[config.mk]
export PLATFORM = sky130hd
export DESIGN_NAME = npc_cell
export DESIGN_NICKNAME = d
export VERILOG_FILES = /design/src/design/npc_pkg.sv /design/src/design/npc_cell.sv
export SDC_FILE = /design/constraint.sdc
export NUM_CORES = 1
export LEC_CHECK = 0
export ABC_CLOCK_PERIOD_IN_PS = 28200
export BUFFER_PORTS_ARGS = -buffer_cell sky130_fd_sc_hd__buf_2
export CAP_MARGIN = 30
export CORE_ASPECT_RATIO = 2
export CORE_MARGIN = 2
export CORE_UTILIZATION = 60
export CTS_CLUSTER_SIZE = 28
export DETAILED_ROUTE_END_ITERATION = 10
export PLACE_DENSITY = 0.82
export SYNTH_ARGS = -nofsm -noshare
export SYNTH_HDL_FRONTEND = slang
export SYNTH_SLANG_ARGS = --single-unit
[constraint.sdc]
create_clock -name clock -period 28.2 [get_ports clock]
set_clock_uncertainty 0.2 [all_clocks]
set_input_delay 5.64 -clock clock [delete_from_list [all_inputs] [get_ports clock]]
set_output_delay 5.64 -clock clock [all_outputs]
set_load 0.1 [all_outputs]
[src/design/npc_pkg.sv]
`timescale 1ns / 1ps
// Shared types and constants for the nearest palette color block.
// Depends on nothing; imported by npc_cell and nearest_palette_color.
package npc_pkg;

   localparam int unsigned CHANNEL_WIDTH = 8;
   localparam int unsigned INDEX_WIDTH   = 8;
   localparam int unsigned SQUARE_WIDTH  = 2 * CHANNEL_WIDTH;
   localparam int unsigned DIST_WIDTH    = 18;

   // 3 * 256 * 256: larger than any real distance, reported when nothing qualifies
   localparam logic [DIST_WIDTH-1:0] NO_MATCH_DISTANCE = 18'd196608;

   typedef enum logic {
      CMD_LOAD  = 1'b0,
      CMD_QUERY = 1'b1
   } command_type;

   // One transaction as it travels down the chain of cells.
   typedef struct packed {
      logic                     valid;
      command_type              command;
      logic [INDEX_WIDTH-1:0]   entry_index;
      logic [CHANNEL_WIDTH-1:0] red;
      logic [CHANNEL_WIDTH-1:0] green;
      logic [CHANNEL_WIDTH-1:0] blue;
      logic                     excluded;
      logic [INDEX_WIDTH-1:0]   best_index;
      logic [DIST_WIDTH-1:0]    best_distance;
   } token_type;

endpackage

[src/design/npc_cell.sv]
`timescale 1ns / 1ps
// One palette cell: holds one entry, applies loads addressed to it and
// updates the running best match of queries passing through. Uses npc_pkg.
module npc_cell
   import npc_pkg::*;
#(
   parameter int unsigned CELL_INDEX = 0
) (
   input  logic      clock,
   input  logic      reset,
   input  logic      advance,
   input  token_type upstream_tok,
   output token_type downstream_tok
);

   localparam logic [INDEX_WIDTH-1:0] MY_INDEX = INDEX_WIDTH'(CELL_INDEX);

   logic [CHANNEL_WIDTH-1:0] red_ff;
   logic [CHANNEL_WIDTH-1:0] green_ff;
   logic [CHANNEL_WIDTH-1:0] blue_ff;
   logic                     excluded_ff;
   token_type                tok_ff;
   token_type                tok_in;

   logic [CHANNEL_WIDTH-1:0] diff_red;
   logic [CHANNEL_WIDTH-1:0] diff_green;
   logic [CHANNEL_WIDTH-1:0] diff_blue;
   logic [SQUARE_WIDTH-1:0]  sq_red;
   logic [SQUARE_WIDTH-1:0]  sq_green;
   logic [SQUARE_WIDTH-1:0]  sq_blue;
   logic [DIST_WIDTH-1:0]    sum_sq;
   logic                     load_hit;
   logic                     query_hit;

   always_comb begin
      diff_red   = (upstream_tok.red >= red_ff) ? upstream_tok.red - red_ff
                                                : red_ff - upstream_tok.red;
      diff_green = (upstream_tok.green >= green_ff) ? upstream_tok.green - green_ff
                                                    : green_ff - upstream_tok.green;
      diff_blue  = (upstream_tok.blue >= blue_ff) ? upstream_tok.blue - blue_ff
                                                  : blue_ff - upstream_tok.blue;
      sq_red   = SQUARE_WIDTH'(diff_red) * SQUARE_WIDTH'(diff_red);
      sq_green = SQUARE_WIDTH'(diff_green) * SQUARE_WIDTH'(diff_green);
      sq_blue  = SQUARE_WIDTH'(diff_blue) * SQUARE_WIDTH'(diff_blue);
      sum_sq   = DIST_WIDTH'(sq_red) + DIST_WIDTH'(sq_green) + DIST_WIDTH'(sq_blue);

      load_hit  = upstream_tok.valid && (upstream_tok.command == CMD_LOAD)
                  && (upstream_tok.entry_index == MY_INDEX);
      // strict compare keeps the lowest index on a tie
      query_hit = upstream_tok.valid && (upstream_tok.command == CMD_QUERY)
                  && !excluded_ff && (sum_sq < upstream_tok.best_distance);

      tok_in = upstream_tok;
      if (query_hit) begin
         tok_in.best_index    = MY_INDEX;
         tok_in.best_distance = sum_sq;
      end
   end

   always_ff @(posedge clock) begin
      if (reset) begin
         excluded_ff <= 1'b1;
      end else if (advance && load_hit) begin
         excluded_ff <= upstream_tok.excluded;
      end
   end

   always_ff @(posedge clock) begin
      if (advance && load_hit) begin
         red_ff   <= upstream_tok.red;
         green_ff <= upstream_tok.green;
         blue_ff  <= upstream_tok.blue;
      end
   end

   always_ff @(posedge clock) begin
      if (reset) begin
         tok_ff.valid <= 1'b0;
      end else if (advance) begin
         tok_ff <= tok_in;
      end
   end

   assign downstream_tok = tok_ff;

endmodule

==> run metrics, run 1 <==
outcome finished, final reports clean; vias in the first global route 8627; number of diodes 0; top-area cell type share of the netlist area 25.8%; Area contributors post-synth fa_1, edfxtp_1, ha_1; Detailed Route WL 23400 um; Syn Nets 1417; routed via count 7840; Hold Crit Depth 2; crit-path max FO 28; slowest stage delay, CP 0.72 ns; Async SR Flop Fraction 0%; DRC 0; CTS Buf Count 9; Post-CTS Setup Inserts 0; routability cong. 0.889; largest net degree at the start of global routing 53; Core ar. 0.0177 sq mm; max-cap viol count 0; DP Area 0.0116 sq mm; CP required ~28 ns; reg2reg setup slack 16.83 ns; Final Cycle Share 58.3%; Post-Syn Area 0.0108 sq mm; fmax 60.9 MHz; IO Count 125; routed wl met3 744 um; CP Data Arrival Time around 16 ns; main flop type after synthesis edfxtp_1; WS Path Type primary input to flop; Yosys reg bits 86; Min Hold Slack about 0.35 ns; Via density 5.56; largest area contributor in the netlist fa_1; hold_buf cts 0; gr ovfl total 0; class of the worst hold path flop to flop; Layout fillers 1340; CTS tree done; FF-to-FF path depth 35; CP Launch Type primary input; RSZ-0062 raised after global routing false; Post-Syn Instances 1073; Top Layer Used met4; Max-slew headroom about 32%; Initial Util 61.0%; Root Driver clkbuf_16; H-tree levels 3; CTS sink cnt 86; measured slew at the worst slew-check pin 1.01 ns; area growth from synthesis to layout 10.6%; DRT Pass-1 Iters 7; Slew Limit Fails 0; Die X roughly 100 um; Crit. End Element flop; Yosys cell types 67; Hold Startpoint downstream_tok[60]; Clock Path Buffers 2; Syn Area/Cell about 10 sq um; most used cell, CP fa_1; Clock Latency Late Sink 0.37 ns; fin nets 1535; final hold vios 0; first-pass GRT wire length about 40000 um; Worst R2R Start blue_ff[0]; row count 69; clk slew on worst S/H paths 0.07 ns; fin area between 0.01 and 0.015 sq mm; sequential fraction of the synthesis area about a quarter; r2r endpoint downstream_tok[0]; yosys warns 0; HPWL Detailed 19200 um; wl on met1 7830 um; EDFF count, synth 84; Setup TNS 0 ns; post-CTS sizing 0; 1st-iter DRT viols roughly 320; Total Routing Usage GR 25.8%; Die Span Y 194 um; Finish-stage setup viols 0; Avg WL per Cell 16.6 um; DRT antenna net count 0; fin crit period 16.43 ns; die footprint between 0.015 and 0.02 sq mm; layout cells sized above 1 14.4%; Port Buffers 124; Hold Path End downstream_tok[60]; Slowest-stage cell, CP xor2_1; antenna violations before repair 0; met2 routed WL roughly 14000 um
[sequential cells by signal (all words and copies together), names as in the netlist]
register	count
green_ff	8
excluded_ff	1
red_ff	8
downstream_tok	61
blue_ff	8
[how the worst max path moves through the flow]
stage | start | end | cells after the start
final | upstream_tok[27] | downstream_tok[0] | 37
after global routing | upstream_tok[27] | downstream_tok[0] | 37
after CTS | upstream_tok[27] | downstream_tok[0] | 37
after detailed placement | upstream_tok[27] | downstream_tok[0] | 37
after global placement | upstream_tok[27] | downstream_tok[17] | 37
after floorplan | upstream_tok[27] | downstream_tok[1] | 37
[through the flow]
stage          util [%]  instances  setup WS, ns
2_1_floorplan         -       1073         12.86
3_3_place_gp       65.8       1393         11.76
3_5_place_dp       65.8       1393         11.56
4_1_cts            67.5       1409         11.86
5_1_grt            67.5       1409         11.21
6_report           67.5       1409         11.77
[area by class of cell]
| cell class | count | area [sq um] | share of cell area [%] |
|---|---|---|---|
| clock buffers | 9 | 225 | 1.89 |
| clock inverters | 7 | 70.1 | 0.587 |
| inverters | 267 | 1000 | 8.41 |
| multi-input cells | 699 | 7160 | 60.0 |
| flip-flops and latches | 86 | 2560 | 21.5 |
| well taps | 213 | 267 | 2.23 |
| repair buffers | 128 | 651 | 5.45 |
[worst max-delay path, delay by kind of cell]
kind | cells | cell delay (ns)
buffers and inverters | 8 | 0.84
AO/OA/AOI/OAI | 8 | 2.55
multiplexers | 2 | 0.66
adder cells (fa/ha/maj) | 11 | 4.90
XOR/XNOR | 1 | 0.72
AND/OR/NAND/NOR | 7 | 1.00
[cell families (layout without fill, tap and decap cells)]
group | count (synthesis) | after routing | synth area share [%]
buffers and inverters | 288 | 411 | 10.1
adder cells (fa/ha/maj) | 280 | 280 | 42.1
AND/OR/NAND/NOR | 217 | 217 | 9.96
AO/OA/AOI/OAI | 150 | 150 | 9.38
flip-flops | 86 | 86 | 23.7
XOR/XNOR | 31 | 31 | 2.65
multiplexers | 21 | 21 | 2.02
[Yosys cell counts (6+ instances only)]
master,instances
o21ai_0,36
ha_1,141
nor3_1,6
xor2_1,13
a21oi_1,38
and3_1,6
a21o_1,20
xnor2_1,16
mux2i_1,15
or2_2,8
nand2_1,36
inv_1,265
a211oi_1,8
buf_2,7
fa_1,139
nand2b_1,26
nor2_1,82
clkbuf_1,12
nor2b_1,23
edfxtp_1,84
[routing by layer]
layer | track usage [%] | vias up
met5 | 0 | -
met4 | 13.4 | 0
met3 | 3.68 | 76
met2 | 49.7 | 207
met1 | 25.7 | 3883
li1 | - | 3674
[cells in the final DEF (no fill, tap or decap), types with 4 or more instances in the layout]
master | netlist | routed
nor2b_1 | 23 | 22
mux2i_1 | 15 | 15
inv_8 | 0 | 4
xor2_1 | 13 | 13
nor4_1 | 5 | 4
a211oi_1 | 8 | 8
clkbuf_16 | 0 | 9
ha_1 | 141 | 141
a21oi_1 | 38 | 38
mux2_2 | 5 | 5
nor2_1 | 82 | 82
nand2_1 | 36 | 36
fa_1 | 139 | 139
xnor2_1 | 16 | 16
o21ai_0 | 36 | 36
nand2b_1 | 26 | 26
nand4_1 | 5 | 5
and3_1 | 6 | 6
buf_4 | 1 | 4
a21o_1 | 20 | 20
inv_1 | 265 | 265
buf_2 | 7 | 124
o21bai_1 | 5 | 5
nor3_1 | 6 | 6
edfxtp_1 | 84 | 84
or2_2 | 8 | 8
Power of run 1 is not shown: default switching activity piles up to over one toggle a cycle in this logic, so the estimate is an artifact.
==> run 2: changes to the inputs <==
--- a/config.mk
+++ b/config.mk
@@ -5,7 +5,8 @@
 export SDC_FILE = /design/constraint.sdc
 export NUM_CORES = 1
 export LEC_CHECK = 0
-export ABC_CLOCK_PERIOD_IN_PS = 28200
+export ABC_AREA = 1
+export ABC_CLOCK_PERIOD_IN_PS = 16100
 export BUFFER_PORTS_ARGS = -buffer_cell sky130_fd_sc_hd__buf_2
 export CAP_MARGIN = 30
 export CORE_ASPECT_RATIO = 2
@@ -13,7 +14,7 @@
 export CORE_UTILIZATION = 60
 export CTS_CLUSTER_SIZE = 28
 export DETAILED_ROUTE_END_ITERATION = 10
-export PLACE_DENSITY = 0.82
+export PLACE_DENSITY = 0.81
 export SYNTH_ARGS = -nofsm -noshare
 export SYNTH_HDL_FRONTEND = slang
 export SYNTH_SLANG_ARGS = --single-unit
==> constraint.sdc (replaced) <==
create_clock -name clock -period 16.1 [get_ports clock]
set_clock_uncertainty 0.2 [all_clocks]
set_input_delay 3.22 -clock clock [delete_from_list [all_inputs] [get_ports clock]]
set_output_delay 3.22 -clock clock [all_outputs]
set_load 0.1 [all_outputs]
==> run metrics, run 2 <==
HPWL Detailed 22200 um (+16%); RSZ-0062 raised after global routing false; top-area cell type share of the netlist area 24.3% (-1.5 points); crit-path max FO 14 (-50%); Cells after DPL 1728 (+24%); number of diodes 0 (unchanged); max-cap viol count 0 (unchanged); DRC 0 (unchanged); Final Cycle Share 74.9%; Initial Util 61.1% (+0.12 points); Async SR Flop Fraction 0% (unchanged); fmax 82.9 MHz; measured slew at the worst slew-check pin 0.725 ns (-0.284 ns); Die Span Y 199 um (+3.0%); Yosys reg bits 86 (unchanged); CP Data Arrival Time 11.99 ns (-4.36 ns); Layout fillers 1533 (+14%); Via density 5.18 (-7.0%); GR met3 Demand/Resource 5.11% (+1.4 points); Post-Syn Instances 1357 (+26%); outcome finished, final reports clean; area growth from synthesis to layout 10.5% (about the same); CP required 16.03 ns (-12.09 ns); DRT Pass-1 Iters 5 (-2); hold_buf cts 0 (unchanged); WS Path Type primary input to flop; commonest non-fill, non-tap cell in the layout inv_1; Post-Syn Area 0.0115 sq mm (+6.1%); routability cong. 1.00 (+13%); max reg flops 61 (unchanged); Root Driver clkbuf_16; fin nets 1828 (+19%); fin crit period 12.06 ns; Avg WL per Cell 15.0 um (-9.5%); met2 Usage GRT 53.5% (+3.8 points); antenna violations before repair 0 (unchanged); Crit. End Element flop; DRT antenna net count 0 (unchanged); main flop type after synthesis edfxtp_1; gr ovfl total 0 (unchanged); Clock Latency Late Sink 0.38 ns (about the same); post-CTS sizing 0 (unchanged); fin area 0.0127 sq mm (+6.1%); sequential fraction of the synthesis area 22.4% (-1.4 points); GRT met1 Usage 23.5% (-2.2 points); class of the worst hold path flop to flop; first-pass GRT wire length 42500 um (+9.0%); CP Launch Type primary input; Area contributors post-synth fa_1, edfxtp_1, ha_1; layout cells sized above 1 13.1% (-1.3 points); clk slew on worst S/H paths 0.07 ns (about the same); DP Area 0.0124 sq mm (+6.2%); row count 71 (+2.9%); largest net degree at the start of global routing 54 (+1.9%); Detailed Route WL 26200 um (+12%); die footprint 0.0203 sq mm (+5.9%); IO Count 125 (unchanged); final hold vios 0 (unchanged); Die X 102 um (+2.9%); EDFF count, synth 84 (unchanged); Port Buffers 124 (unchanged); Slowest-stage cell, CP fa_1; routed via count 9027 (+15%); Syn Area/Cell 8.44 sq um (-16%); CTS Buf Count 9 (unchanged); most common cell in the netlist inv_1; largest area contributor in the netlist fa_1; fin util 67.5% (+0.094 points); grt peak-use layer met2; Max-slew headroom 51.6% (+19 points); CTS sink cnt 86 (unchanged); H-tree levels 3 (unchanged); Slew Limit Fails 0 (unchanged); Finish-stage setup viols 0 (unchanged); CTS tree done; most used cell, CP nand2_1; yosys warns 0 (unchanged); 1st-iter DRT viols 344 (+8.5%); Post-CTS Setup Inserts 0 (unchanged); Total Routing Usage GR 27.5% (+1.7 points); Clock Path Buffers 2 (unchanged); vias in the first global route 9690 (+12%); Syn Nets 1701 (+20%); Core ar. 0.0187 sq mm (+5.9%); Synth top cells by count inv_1, nand2_1, ha_1, fa_1, nor2_1; Setup TNS 0 ns (unchanged); commonest non-fill, non-tap cells in the layout inv_1, nand2_1, ha_1; Non-Filler Instances 1744 (+24%); slowest stage delay, CP 0.56 ns (-0.16 ns); Yosys cell types 37 (-45%)
-- run 2: path summary, 6_finish.rpt --
| kind | startpoint | end | slack [ns] | cells after the start |
|---|---|---|---|---|
| max | upstream_tok[27] | downstream_tok[17] | 4.04 | 39 |
| min | downstream_tok[60] | downstream_tok[60] | 0.27 | 2 |
| max reg2reg | blue_ff[0] | downstream_tok[17] | 6.70 | 37 |
| min reg2reg | downstream_tok[60] | downstream_tok[60] | 0.27 | 2 |
-- run 2: kinds of logic after synthesis --
kind of cell | synth area share [%]
flops | 22.4
fa+ha+maj | 39.7
simple gates | 19.0
xor+xnor | 2.14
compound gates | 4.24
buf+inv | 12.5
-- run 2: layout make-up --
| class | instances | area (sq um) | area share, % |
|---|---|---|---|
| well taps | 255 | 319 | 2.52 |
| multi-input cells | 898 | 7460 | 59.0 |
| clock buffers | 9 | 225 | 1.78 |
| clock inverters | 7 | 76.3 | 0.603 |
| flip-flops and latches | 86 | 2560 | 20.2 |
| repair buffers | 127 | 647 | 5.11 |
| inverters | 362 | 1370 | 10.8 |
-- run 2: routing by layer --
layer	part of all wire [%]	up-vias
met5	0	-
met4	7.6	0
met3	3.8	136
met2	57	280
met1	32	4276
li1	-	4335
-- run 2: worst max-delay path, delay by kind of cell --
family          cells  cell delay, ns
compound gates      5            1.08
fa+ha+maj          11            4.84
buf+inv             8            0.87
simple gates       15            1.96
-- run 2: stage by stage --
| step | worst slack [ns] | hold WS [ns] |
|---|---|---|
| 2_1_floorplan | 5.09 | 0.244 |
| 3_3_place_gp | 3.57 | 0.249 |
| 3_5_place_dp | 3.65 | 0.258 |
| 4_1_cts | 4.05 | 0.268 |
| 5_1_grt | 3.52 | 0.300 |
| 6_report | 4.04 | 0.267 |
Power of run 2 is left out for the same reason.
